[config.mk]
export PLATFORM = sky130hd
export DESIGN_NAME = word_to_rgb_pixel_repacker
export DESIGN_NICKNAME = d
export VERILOG_FILES = /design/src/sv/rpk_pkg.sv /design/src/sv/word_to_rgb_pixel_repacker.sv /design/src/sv/rpk_front.sv /design/src/sv/rpk_queue.sv /design/src/sv/rpk_back.sv
export SDC_FILE = /design/constraint.sdc
export NUM_CORES = 1
export LEC_CHECK = 0
export BUFFER_PORTS_ARGS = -buffer_cell sky130_fd_sc_hd__buf_2
export CAP_MARGIN = 30
export CORE_ASPECT_RATIO = 1.4
export CORE_MARGIN = 1
export CORE_UTILIZATION = 50
export CTS_CLUSTER_DIAMETER = 60
export DETAILED_ROUTE_END_ITERATION = 7
export GPL_ROUTABILITY_DRIVEN = 0
export PLACE_DENSITY = 0.71
export SLEW_MARGIN = 40
export SYNTH_ARGS = -nofsm -noshare
export SYNTH_HDL_FRONTEND = slang
export SYNTH_SLANG_ARGS = --single-unit
[constraint.sdc]
create_clock -name clock -period 13.73 [get_ports clock]
set_input_delay 1.373 -clock clock [delete_from_list [all_inputs] [get_ports clock]]
set_output_delay 1.373 -clock clock [all_outputs]
set_load 0.02 [all_outputs]
[src/sv/rpk_pkg.sv]
// Shared types, constants and helpers of the word to RGB pixel repacker.
// Used by the front, queue, back and top level modules; depends on nothing.
`timescale 1ns / 1ps
`default_nettype none

package rpk_pkg;

   localparam int WORD_WIDTH       = 32;
   localparam int PIXEL_WIDTH      = 24;
   localparam int PIXELS_PER_GROUP = 4;
   localparam int GROUP_WIDTH      = PIXEL_WIDTH * PIXELS_PER_GROUP;
   localparam int REG_WIDTH        = 12;
   localparam int COLUMN_WIDTH     = 10;
   localparam int PIXEL_IDX_WIDTH  = 2;
   localparam int QUEUE_DEPTH      = 2;

   localparam logic [REG_WIDTH-1:0] WIDTH_RESET  = 12'd1280;
   localparam logic [REG_WIDTH-1:0] HEIGHT_RESET = 12'd720;

   // Configuration register indexes.
   localparam logic CSR_IMAGE_WIDTH  = 1'b0;
   localparam logic CSR_IMAGE_HEIGHT = 1'b1;

   localparam logic [PIXEL_IDX_WIDTH-1:0] LAST_PIXEL = 2'd3;

   // Word position inside a three-word group.
   typedef enum logic [2:0] {
      PH_FIRST  = 3'b001,
      PH_SECOND = 3'b010,
      PH_THIRD  = 3'b100
   } phase_type;

   // One complete group of four pixels with its framing marks.
   typedef struct packed {
      logic [GROUP_WIDTH-1:0] bits;
      logic                   sof;
      logic                   eol;
   } group_type;

   // Pixel k is bits 24k+23 down to 24k of the group.
   function automatic logic [PIXEL_WIDTH-1:0] pick_pixel(
      input logic [GROUP_WIDTH-1:0]     bits,
      input logic [PIXEL_IDX_WIDTH-1:0] idx
   );
      pick_pixel = bits[PIXEL_WIDTH*idx +: PIXEL_WIDTH];
   endfunction

endpackage

`default_nettype wire

[src/sv/word_to_rgb_pixel_repacker.sv]
// Repacks 32-bit words into 24-bit pixels: every three words give four pixels.
// The first pixel of a group goes from its third word into the group queue and then
// into the output register, when the group queue and the output register are free.
// One pixel per cycle leaves the single output register while the output is not
// stalled and a group is queued.
// Words still enter one per cycle while the group queue has room.
// Reset (synchronous): empties the queue and output, restarts at frame start.
`timescale 1ns / 1ps
`default_nettype none

module word_to_rgb_pixel_repacker #(
   parameter int QueueDepth = rpk_pkg::QUEUE_DEPTH
) (
   input  wire logic                             clock,
   input  wire logic                             reset,
   input  wire logic                             req_valid,
   output logic                                  req_stall,
   input  wire logic [rpk_pkg::WORD_WIDTH-1:0]   req_packed_word,
   output logic                                  rsp_valid,
   input  wire logic                             rsp_stall,
   output logic [rpk_pkg::PIXEL_WIDTH-1:0]       rsp_pixel_value,
   output logic                                  rsp_start_of_frame,
   output logic                                  rsp_end_of_line,
   input  wire logic                             csr_write_enable,
   input  wire logic                             csr_index,
   input  wire logic [rpk_pkg::REG_WIDTH-1:0]    csr_write_data
);

   logic               push_valid;
   logic               push_ready;
   rpk_pkg::group_type push_data;
   logic               pop_valid;
   logic               pop_ready;
   rpk_pkg::group_type pop_data;

   rpk_front u_front (
      .clock            (clock),
      .reset            (reset),
      .req_valid        (req_valid),
      .req_stall        (req_stall),
      .req_packed_word  (req_packed_word),
      .csr_write_enable (csr_write_enable),
      .csr_index        (csr_index),
      .csr_write_data   (csr_write_data),
      .push_valid       (push_valid),
      .push_ready       (push_ready),
      .push_data        (push_data)
   );

   rpk_queue #(
      .QueueDepth (QueueDepth)
   ) u_queue (
      .clock      (clock),
      .reset      (reset),
      .push_valid (push_valid),
      .push_ready (push_ready),
      .push_data  (push_data),
      .pop_valid  (pop_valid),
      .pop_ready  (pop_ready),
      .pop_data   (pop_data)
   );

   rpk_back u_back (
      .clock              (clock),
      .reset              (reset),
      .pop_valid          (pop_valid),
      .pop_ready          (pop_ready),
      .pop_data           (pop_data),
      .rsp_valid          (rsp_valid),
      .rsp_stall          (rsp_stall),
      .rsp_pixel_value    (rsp_pixel_value),
      .rsp_start_of_frame (rsp_start_of_frame),
      .rsp_end_of_line    (rsp_end_of_line)
   );

endmodule

`default_nettype wire

[src/sv/rpk_front.sv]
// Front part: accepts packed words, holds the first two words of a group and
// tracks column, row and frame position. Depends on rpk_pkg.
`timescale 1ns / 1ps
`default_nettype none

module rpk_front (
   input  wire logic                             clock,
   input  wire logic                             reset,
   input  wire logic                             req_valid,
   output logic                                  req_stall,
   input  wire logic [rpk_pkg::WORD_WIDTH-1:0]   req_packed_word,
   input  wire logic                             csr_write_enable,
   input  wire logic                             csr_index,
   input  wire logic [rpk_pkg::REG_WIDTH-1:0]    csr_write_data,
   output logic                                  push_valid,
   input  wire logic                             push_ready,
   output rpk_pkg::group_type                    push_data
);

   rpk_pkg::phase_type                   phase_ff, phase_in;
   logic [rpk_pkg::COLUMN_WIDTH-1:0]     column_ff, column_in;
   logic [rpk_pkg::REG_WIDTH-1:0]        row_ff, row_in;
   logic                                 pending_ff, pending_in;
   logic [rpk_pkg::REG_WIDTH-1:0]        width_ff, width_in;
   logic [rpk_pkg::REG_WIDTH-1:0]        height_ff, height_in;
   logic [rpk_pkg::WORD_WIDTH-1:0]       held0_ff, held0_in;
   logic [rpk_pkg::WORD_WIDTH-1:0]       held1_ff, held1_in;

   logic                                 accept;
   logic                                 third_word;
   logic [rpk_pkg::COLUMN_WIDTH:0]       column_next;
   logic [rpk_pkg::REG_WIDTH:0]          row_next;
   logic                                 row_end;
   logic                                 frame_end;

   assign third_word = (phase_ff == rpk_pkg::PH_THIRD);
   assign req_stall  = third_word && !push_ready;
   assign accept     = req_valid && !req_stall;

   // Groups per row is the width divided by four, rounded down.
   assign column_next = {1'b0, column_ff} + 11'd1;
   assign row_end     = column_next >= {1'b0, width_ff[rpk_pkg::REG_WIDTH-1:2]};
   assign row_next    = {1'b0, row_ff} + 13'd1;
   assign frame_end   = row_next >= {1'b0, height_ff};

   assign push_valid     = accept && third_word;
   assign push_data.bits = {req_packed_word, held1_ff, held0_ff};
   assign push_data.sof  = pending_ff;
   assign push_data.eol  = row_end;

   always_comb begin
      phase_in   = phase_ff;
      column_in  = column_ff;
      row_in     = row_ff;
      pending_in = pending_ff;
      held0_in   = held0_ff;
      held1_in   = held1_ff;
      width_in   = width_ff;
      height_in  = height_ff;

      if (csr_write_enable) begin
         unique case (csr_index)
            rpk_pkg::CSR_IMAGE_WIDTH:  width_in  = csr_write_data;
            rpk_pkg::CSR_IMAGE_HEIGHT: height_in = csr_write_data;
            default: ;
         endcase
      end

      if (accept) begin
         unique case (phase_ff)
            rpk_pkg::PH_FIRST: begin
               held0_in = req_packed_word;
               phase_in = rpk_pkg::PH_SECOND;
            end
            rpk_pkg::PH_SECOND: begin
               held1_in = req_packed_word;
               phase_in = rpk_pkg::PH_THIRD;
            end
            rpk_pkg::PH_THIRD: begin
               phase_in   = rpk_pkg::PH_FIRST;
               pending_in = 1'b0;
               if (row_end) begin
                  column_in = '0;
                  if (frame_end) begin
                     row_in     = '0;
                     pending_in = 1'b1;
                  end else begin
                     row_in = row_next[rpk_pkg::REG_WIDTH-1:0];
                  end
               end else begin
                  column_in = column_next[rpk_pkg::COLUMN_WIDTH-1:0];
               end
            end
            default: phase_in = rpk_pkg::PH_FIRST;
         endcase
      end
   end

   always_ff @(posedge clock) begin
      if (reset) begin
         phase_ff   <= rpk_pkg::PH_FIRST;
         column_ff  <= '0;
         row_ff     <= '0;
         pending_ff <= 1'b1;
         width_ff   <= rpk_pkg::WIDTH_RESET;
         height_ff  <= rpk_pkg::HEIGHT_RESET;
      end else begin
         phase_ff   <= phase_in;
         column_ff  <= column_in;
         row_ff     <= row_in;
         pending_ff <= pending_in;
         width_ff   <= width_in;
         height_ff  <= height_in;
      end
   end

   always_ff @(posedge clock) begin
      held0_ff <= held0_in;
      held1_ff <= held1_in;
   end

endmodule

`default_nettype wire

[src/sv/rpk_queue.sv]
// Short queue of complete pixel groups between the front and back parts.
// Depends on rpk_pkg for the group type.
`timescale 1ns / 1ps
`default_nettype none

module rpk_queue #(
   parameter int QueueDepth = rpk_pkg::QUEUE_DEPTH
) (
   input  wire logic               clock,
   input  wire logic               reset,
   input  wire logic               push_valid,
   output logic                    push_ready,
   input  wire rpk_pkg::group_type push_data,
   output logic                    pop_valid,
   input  wire logic               pop_ready,
   output rpk_pkg::group_type      pop_data
);

   localparam int PTR_WIDTH = (QueueDepth > 1) ? $clog2(QueueDepth) : 1;
   localparam int CNT_WIDTH = $clog2(QueueDepth + 1);
   localparam logic [PTR_WIDTH-1:0] LAST_SLOT = PTR_WIDTH'(QueueDepth - 1);
   localparam logic [CNT_WIDTH-1:0] FULL_COUNT = CNT_WIDTH'(QueueDepth);

   rpk_pkg::group_type         slots_ff [QueueDepth];
   logic [PTR_WIDTH-1:0]       wr_ptr_ff, wr_ptr_in;
   logic [PTR_WIDTH-1:0]       rd_ptr_ff, rd_ptr_in;
   logic [CNT_WIDTH-1:0]       count_ff, count_in;
   logic                       do_push;
   logic                       do_pop;

   assign push_ready = count_ff != FULL_COUNT;
   assign pop_valid  = count_ff != '0;
   assign pop_data   = slots_ff[rd_ptr_ff];
   assign do_push    = push_valid && push_ready;
   assign do_pop     = pop_valid && pop_ready;

   always_comb begin
      wr_ptr_in = wr_ptr_ff;
      rd_ptr_in = rd_ptr_ff;
      count_in  = count_ff;
      if (do_push) begin
         wr_ptr_in = (wr_ptr_ff == LAST_SLOT) ? '0 : wr_ptr_ff + 1'b1;
      end
      if (do_pop) begin
         rd_ptr_in = (rd_ptr_ff == LAST_SLOT) ? '0 : rd_ptr_ff + 1'b1;
      end
      if (do_push && !do_pop) begin
         count_in = count_ff + 1'b1;
      end else if (do_pop && !do_push) begin
         count_in = count_ff - 1'b1;
      end
   end

   always_ff @(posedge clock) begin
      if (reset) begin
         wr_ptr_ff <= '0;
         rd_ptr_ff <= '0;
         count_ff  <= '0;
      end else begin
         wr_ptr_ff <= wr_ptr_in;
         rd_ptr_ff <= rd_ptr_in;
         count_ff  <= count_in;
      end
   end

   always_ff @(posedge clock) begin
      if (do_push) begin
         slots_ff[wr_ptr_ff] <= push_data;
      end
   end

endmodule

`default_nettype wire

[src/sv/rpk_back.sv]
// Back part: splits queued groups into four pixels each, one per cycle unless
// stalled, into an output register with framing marks. Depends on rpk_pkg.
`timescale 1ns / 1ps
`default_nettype none

module rpk_back (
   input  wire logic                             clock,
   input  wire logic                             reset,
   input  wire logic                             pop_valid,
   output logic                                  pop_ready,
   input  wire rpk_pkg::group_type               pop_data,
   output logic                                  rsp_valid,
   input  wire logic                             rsp_stall,
   output logic [rpk_pkg::PIXEL_WIDTH-1:0]       rsp_pixel_value,
   output logic                                  rsp_start_of_frame,
   output logic                                  rsp_end_of_line
);

   logic [rpk_pkg::PIXEL_IDX_WIDTH-1:0]  idx_ff, idx_in;
   logic                                 valid_ff, valid_in;
   logic [rpk_pkg::PIXEL_WIDTH-1:0]      pixel_ff, pixel_in;
   logic                                 sof_ff, sof_in;
   logic                                 eol_ff, eol_in;
   logic                                 load;
   logic                                 last_pixel;

   // The output register takes a new pixel whenever a group is queued and it is empty or drained.
   assign load       = pop_valid && (!valid_ff || !rsp_stall);
   assign last_pixel = idx_ff == rpk_pkg::LAST_PIXEL;
   assign pop_ready  = load && last_pixel;

   always_comb begin
      idx_in   = idx_ff;
      valid_in = valid_ff && rsp_stall;
      pixel_in = pixel_ff;
      sof_in   = sof_ff;
      eol_in   = eol_ff;
      if (load) begin
         idx_in   = idx_ff + 1'b1;
         valid_in = 1'b1;
         pixel_in = rpk_pkg::pick_pixel(pop_data.bits, idx_ff);
         sof_in   = pop_data.sof && (idx_ff == '0);
         eol_in   = pop_data.eol && last_pixel;
      end
   end

   always_ff @(posedge clock) begin
      if (reset) begin
         idx_ff   <= '0;
         valid_ff <= 1'b0;
      end else begin
         idx_ff   <= idx_in;
         valid_ff <= valid_in;
      end
   end

   always_ff @(posedge clock) begin
      pixel_ff <= pixel_in;
      sof_ff   <= sof_in;
      eol_ff   <= eol_in;
   end

   assign rsp_valid          = valid_ff;
   assign rsp_pixel_value    = pixel_ff;
   assign rsp_start_of_frame = sof_ff;
   assign rsp_end_of_line    = eol_ff;

endmodule

`default_nettype wire

==> run_results.csv <==
group,metric,value,unit
cells_and_area,area_delta_synth_final,13.7,%
timing,final_min_period_over_clock_period,24.9,%
synth,yosys.area.top_type,"edfxtp_1",
power,ir_worst_vdd,0.108,mV
timing,setup-tns-final,0,ns
floorplan,initial_core_util,50.8,%
clock_network,clk_pin_slew,0.07,ns
synth,yosys.area_share.adder,2.65,%
global_routing,grt-ovfl-total,0,
synth,synth.distinct_cells,54,
cells_and_area,fin_nets,975,
global_routing,grt_pass1_wl,35.6,mm
routing,wl_per_cell,17.8,microns
clock_network,cts_post_setup_buffers_inserted,0,
synth,synth.net_count,884,
timing,fin_skew,0.00968,ns
floorplan,rows,70,
cells_and_area,drive_gt1_share,21.4,%
routing,wl,22.2,mm
timing,fmax,0.292,GHz
global_routing,grt_max_degree,58,
cells_and_area,fill_cells,1986,
timing,hold_viol_final,0,
routing,drt_first_iter_violations,422,
routing,num_vias,6781,
synth,synth_seq_cells,342,
power,power.density,135,nW/um^2
setup_path,critPathArrivalTime,3.91,ns
clock_network,cts_resized,0,
clock_network,worst_skew_pair.late_latency,0.54,ns
clock_network,cts_buffers,31,
floorplan,dieHeight,194,microns
synth,synth_area,13200,sq um
setup_path,cp-start-kind,"flip-flop",
clock_network,hold_buffers,0,
routing,routed_via_density,5.44,
timing,slew_viol_final,0,
setup_path,crit_path_end_kind,"flip-flop",
clock_network,cts_sinks,342,
synth,synth_compound_area_share,4.53,%
timing,fin_crit,3.42,ns
global_routing,antenna_found_initial,4,
routing,dr.pass1.iters,5,
synth,avgSynthCellArea,16.4,sq um
hold_path,hp-class,"reg -> reg",
place,hpwl,13.7,mm
timing,setup_viol,0,
synth,synth_top_area_share,65.0,%
synth,synth_top_family_by_area,"multiplexers",
clock_network,cts_tree,"done",
place,place_ws,9.88,ns
routing,ant_nets,0,
synth,synthTopCellsByCount,"286 x edfxtp_1, 134 x nand2_1, 56 x dfxtp_1, 48 x mux4_2, 29 x a21oi_1",
synth,synth_xor_area_share,1.59,%
synth,synthSimpleGateAreaFrac,7.43,%
timing,maxSlewHeadroom,49.0,%
global_routing,grtUsageTotal,16.9,%
synth,ys_warn_count,0,
synth,synth.area.top_cells,"edfxtp_1 65%, dfxtp_1 8.5%, mux4_2 8.2%",
setup_path,worstSetupPathType,"reg -> reg",
synth,seq_area_frac_synth,73.5,%
synth,synthCells,806,
synth,synthMuxAreaShare,8.50,%
floorplan,dieArea,27100,sq um
timing,setup_slack,10.31,ns
clock_network,cts_buffer_depth,3,
run,drv_cap,0,
clock_network,htree_num_levels,1,
synth,yosysMostFrequentCell,"edfxtp_1",
setup_path,worstPathMaxFanout,12,
floorplan,die_w,139,microns
place,port-buffer-count,77,
setup_path,worstPathRequired,14.21,ns
clock_network,cts_root_buf,"clkbuf_16",
synth,synthArstFlopShare,0,%
floorplan,core_area,26000,sq um
timing,tightest_slew,0.765,ns
run_status,outcome,"finished, final reports clean",
global_routing,grt_pass1_vias,6883,
synth,synth_ff_type,"edfxtp_1",
timing,rsz0062_at_grt,"no",
synth,synth_edf_count,286,
power,p_leak,5.31,nW
routing,drcViolationCount,0,
floorplan,ios,78,
-- where the power goes --
part	internal (mW)	switching [mW]
combinational	0.0156	0.0294
sequential	1.14	0.00737
clock	0.473	0.361
-- metal layers --
| layer | wire, microns | part of all wire, % | up-vias | GRT usage (%) |
|---|---|---|---|---|
| li1 | - | - | 3232 | - |
| met1 | 8630 | 39 | 3375 | 19.8 |
| met2 | 12100 | 55 | 129 | 31.5 |
| met3 | 990 | 4.5 | 41 | 2.79 |
| met4 | 455 | 2.1 | 4 | 4.98 |
| met5 | 18 | 0.081 | - | 0 |
-- flip-flops by register name (all words and copies together), names as in the netlist, named ones only --
name and cells:
u_front.height_ff 12, u_front.pending_ff 1, u_queue.count_ff 2, u_queue.rd_ptr_ff 1, u_front.held1_ff 32, u_front.column_ff 10, u_queue.slots_ff 196, u_back.rsp_start_of_frame 1
u_queue.wr_ptr_ff 1, u_front.phase_ff 3, u_front.row_ff 12, u_back.rsp_end_of_line 1, u_back.rsp_pixel_value 24, u_front.held0_ff 32, u_back.idx_ff 2, u_front.width_ff 10
u_back.rsp_valid 1
-- stage by stage --
stage / std cells / area, sq um / hold slack (ns) / total power [mW] / util [%]
after floorplan: 806 / 13200 / 0.421 / 1.19 / -
after detailed placement: 1188 / 14000 / 0.429 / 1.21 / 53.9
final: 1246 / 15000 / 0.441 / 2.02 / 57.7
after CTS: 1244 / 15000 / 0.441 / 2.04 / 57.7
after global placement: 1186 / 14000 / 0.422 / 1.21 / 53.7
after global routing: 1244 / 15000 / 0.448 / 2.08 / 57.7
-- layout make-up --
class                   count  area [sq um]  share of cell area (%)
multi-input cells         406          3290                    21.9
diodes                      2          5.00                  0.0333
flip-flops and latches    342          9710                    64.7
well taps                 324           405                    2.70
repair buffers             87           495                    3.30
inverters                  29           109                   0.725
clock buffers              35           791                    5.27
clock inverters            21           201                    1.34
-- critical path, stage by stage, from the launching register on --
cell and delay [ns]:
dfxtp_1 0.44, and3_1 0.21, nand3_1 0.16, nor2_1 0.26, xor2_1 0.20, ha_1 0.26, and3_1 0.21, a221o_1 0.32
a41o_1 0.23, a211o_1 0.48, nor3_2 0.39, a22o_1 0.21
-- path summary, 6_finish.rpt --
kind	startpoint	to	slack [ns]	depth (start not counted)
hold reg to reg	u_front.held1_ff[5]$_DFFE_PP_	u_queue.slots_ff[1][39]$_DFFE_PP_	0.44	0
hold / removal	u_front.held1_ff[5]$_DFFE_PP_	u_queue.slots_ff[1][39]$_DFFE_PP_	0.44	0
setup / recovery	u_front.column_ff[2]$_SDFFE_PP0P_	u_front.column_ff[3]$_SDFFE_PP0P_	10.31	11
setup reg to reg	u_front.column_ff[2]$_SDFFE_PP0P_	u_front.column_ff[3]$_SDFFE_PP0P_	10.31	11
-- cell usage in the layout, fill, tap and decap left out, types with 4 or more instances in the layout --
master	netlist	routed
a21oi_1	29	28
a22o_1	13	13
xor2_1	9	9
and3_1	6	6
o31ai_1	6	6
buf_2	5	76
nand2_1	134	134
a21o_1	6	6
clkinvlp_4	0	5
clkinv_1	0	6
nor3_1	5	4
nor2b_1	11	11
nand3b_1	5	5
clkbuf_1	21	4
clkbuf_16	0	31
buf_4	0	9
nor2_1	24	23
nand2b_1	5	5
ha_1	28	28
xnor2_1	15	15
mux4_2	48	48
nand3_1	9	9
edfxtp_1	286	286
o21ai_0	9	9
inv_1	27	27
dfxtp_1	56	54
clkinv_2	0	4
-- logic make-up (layout without fill, tap and decap cells) --
| kind of cell | count (synthesis) | after routing |
|---|---|---|
| flip-flops | 342 | 342 |
| AO/OA/AOI/OAI | 86 | 86 |
| buffers and inverters | 58 | 172 |
| multiplexers | 52 | 52 |
| AND/OR/NAND/NOR | 216 | 216 |
| other | 0 | 2 |
| XOR/XNOR | 24 | 24 |
| adder cells (fa/ha/maj) | 28 | 28 |
Power figures use the tool's default switching activity.
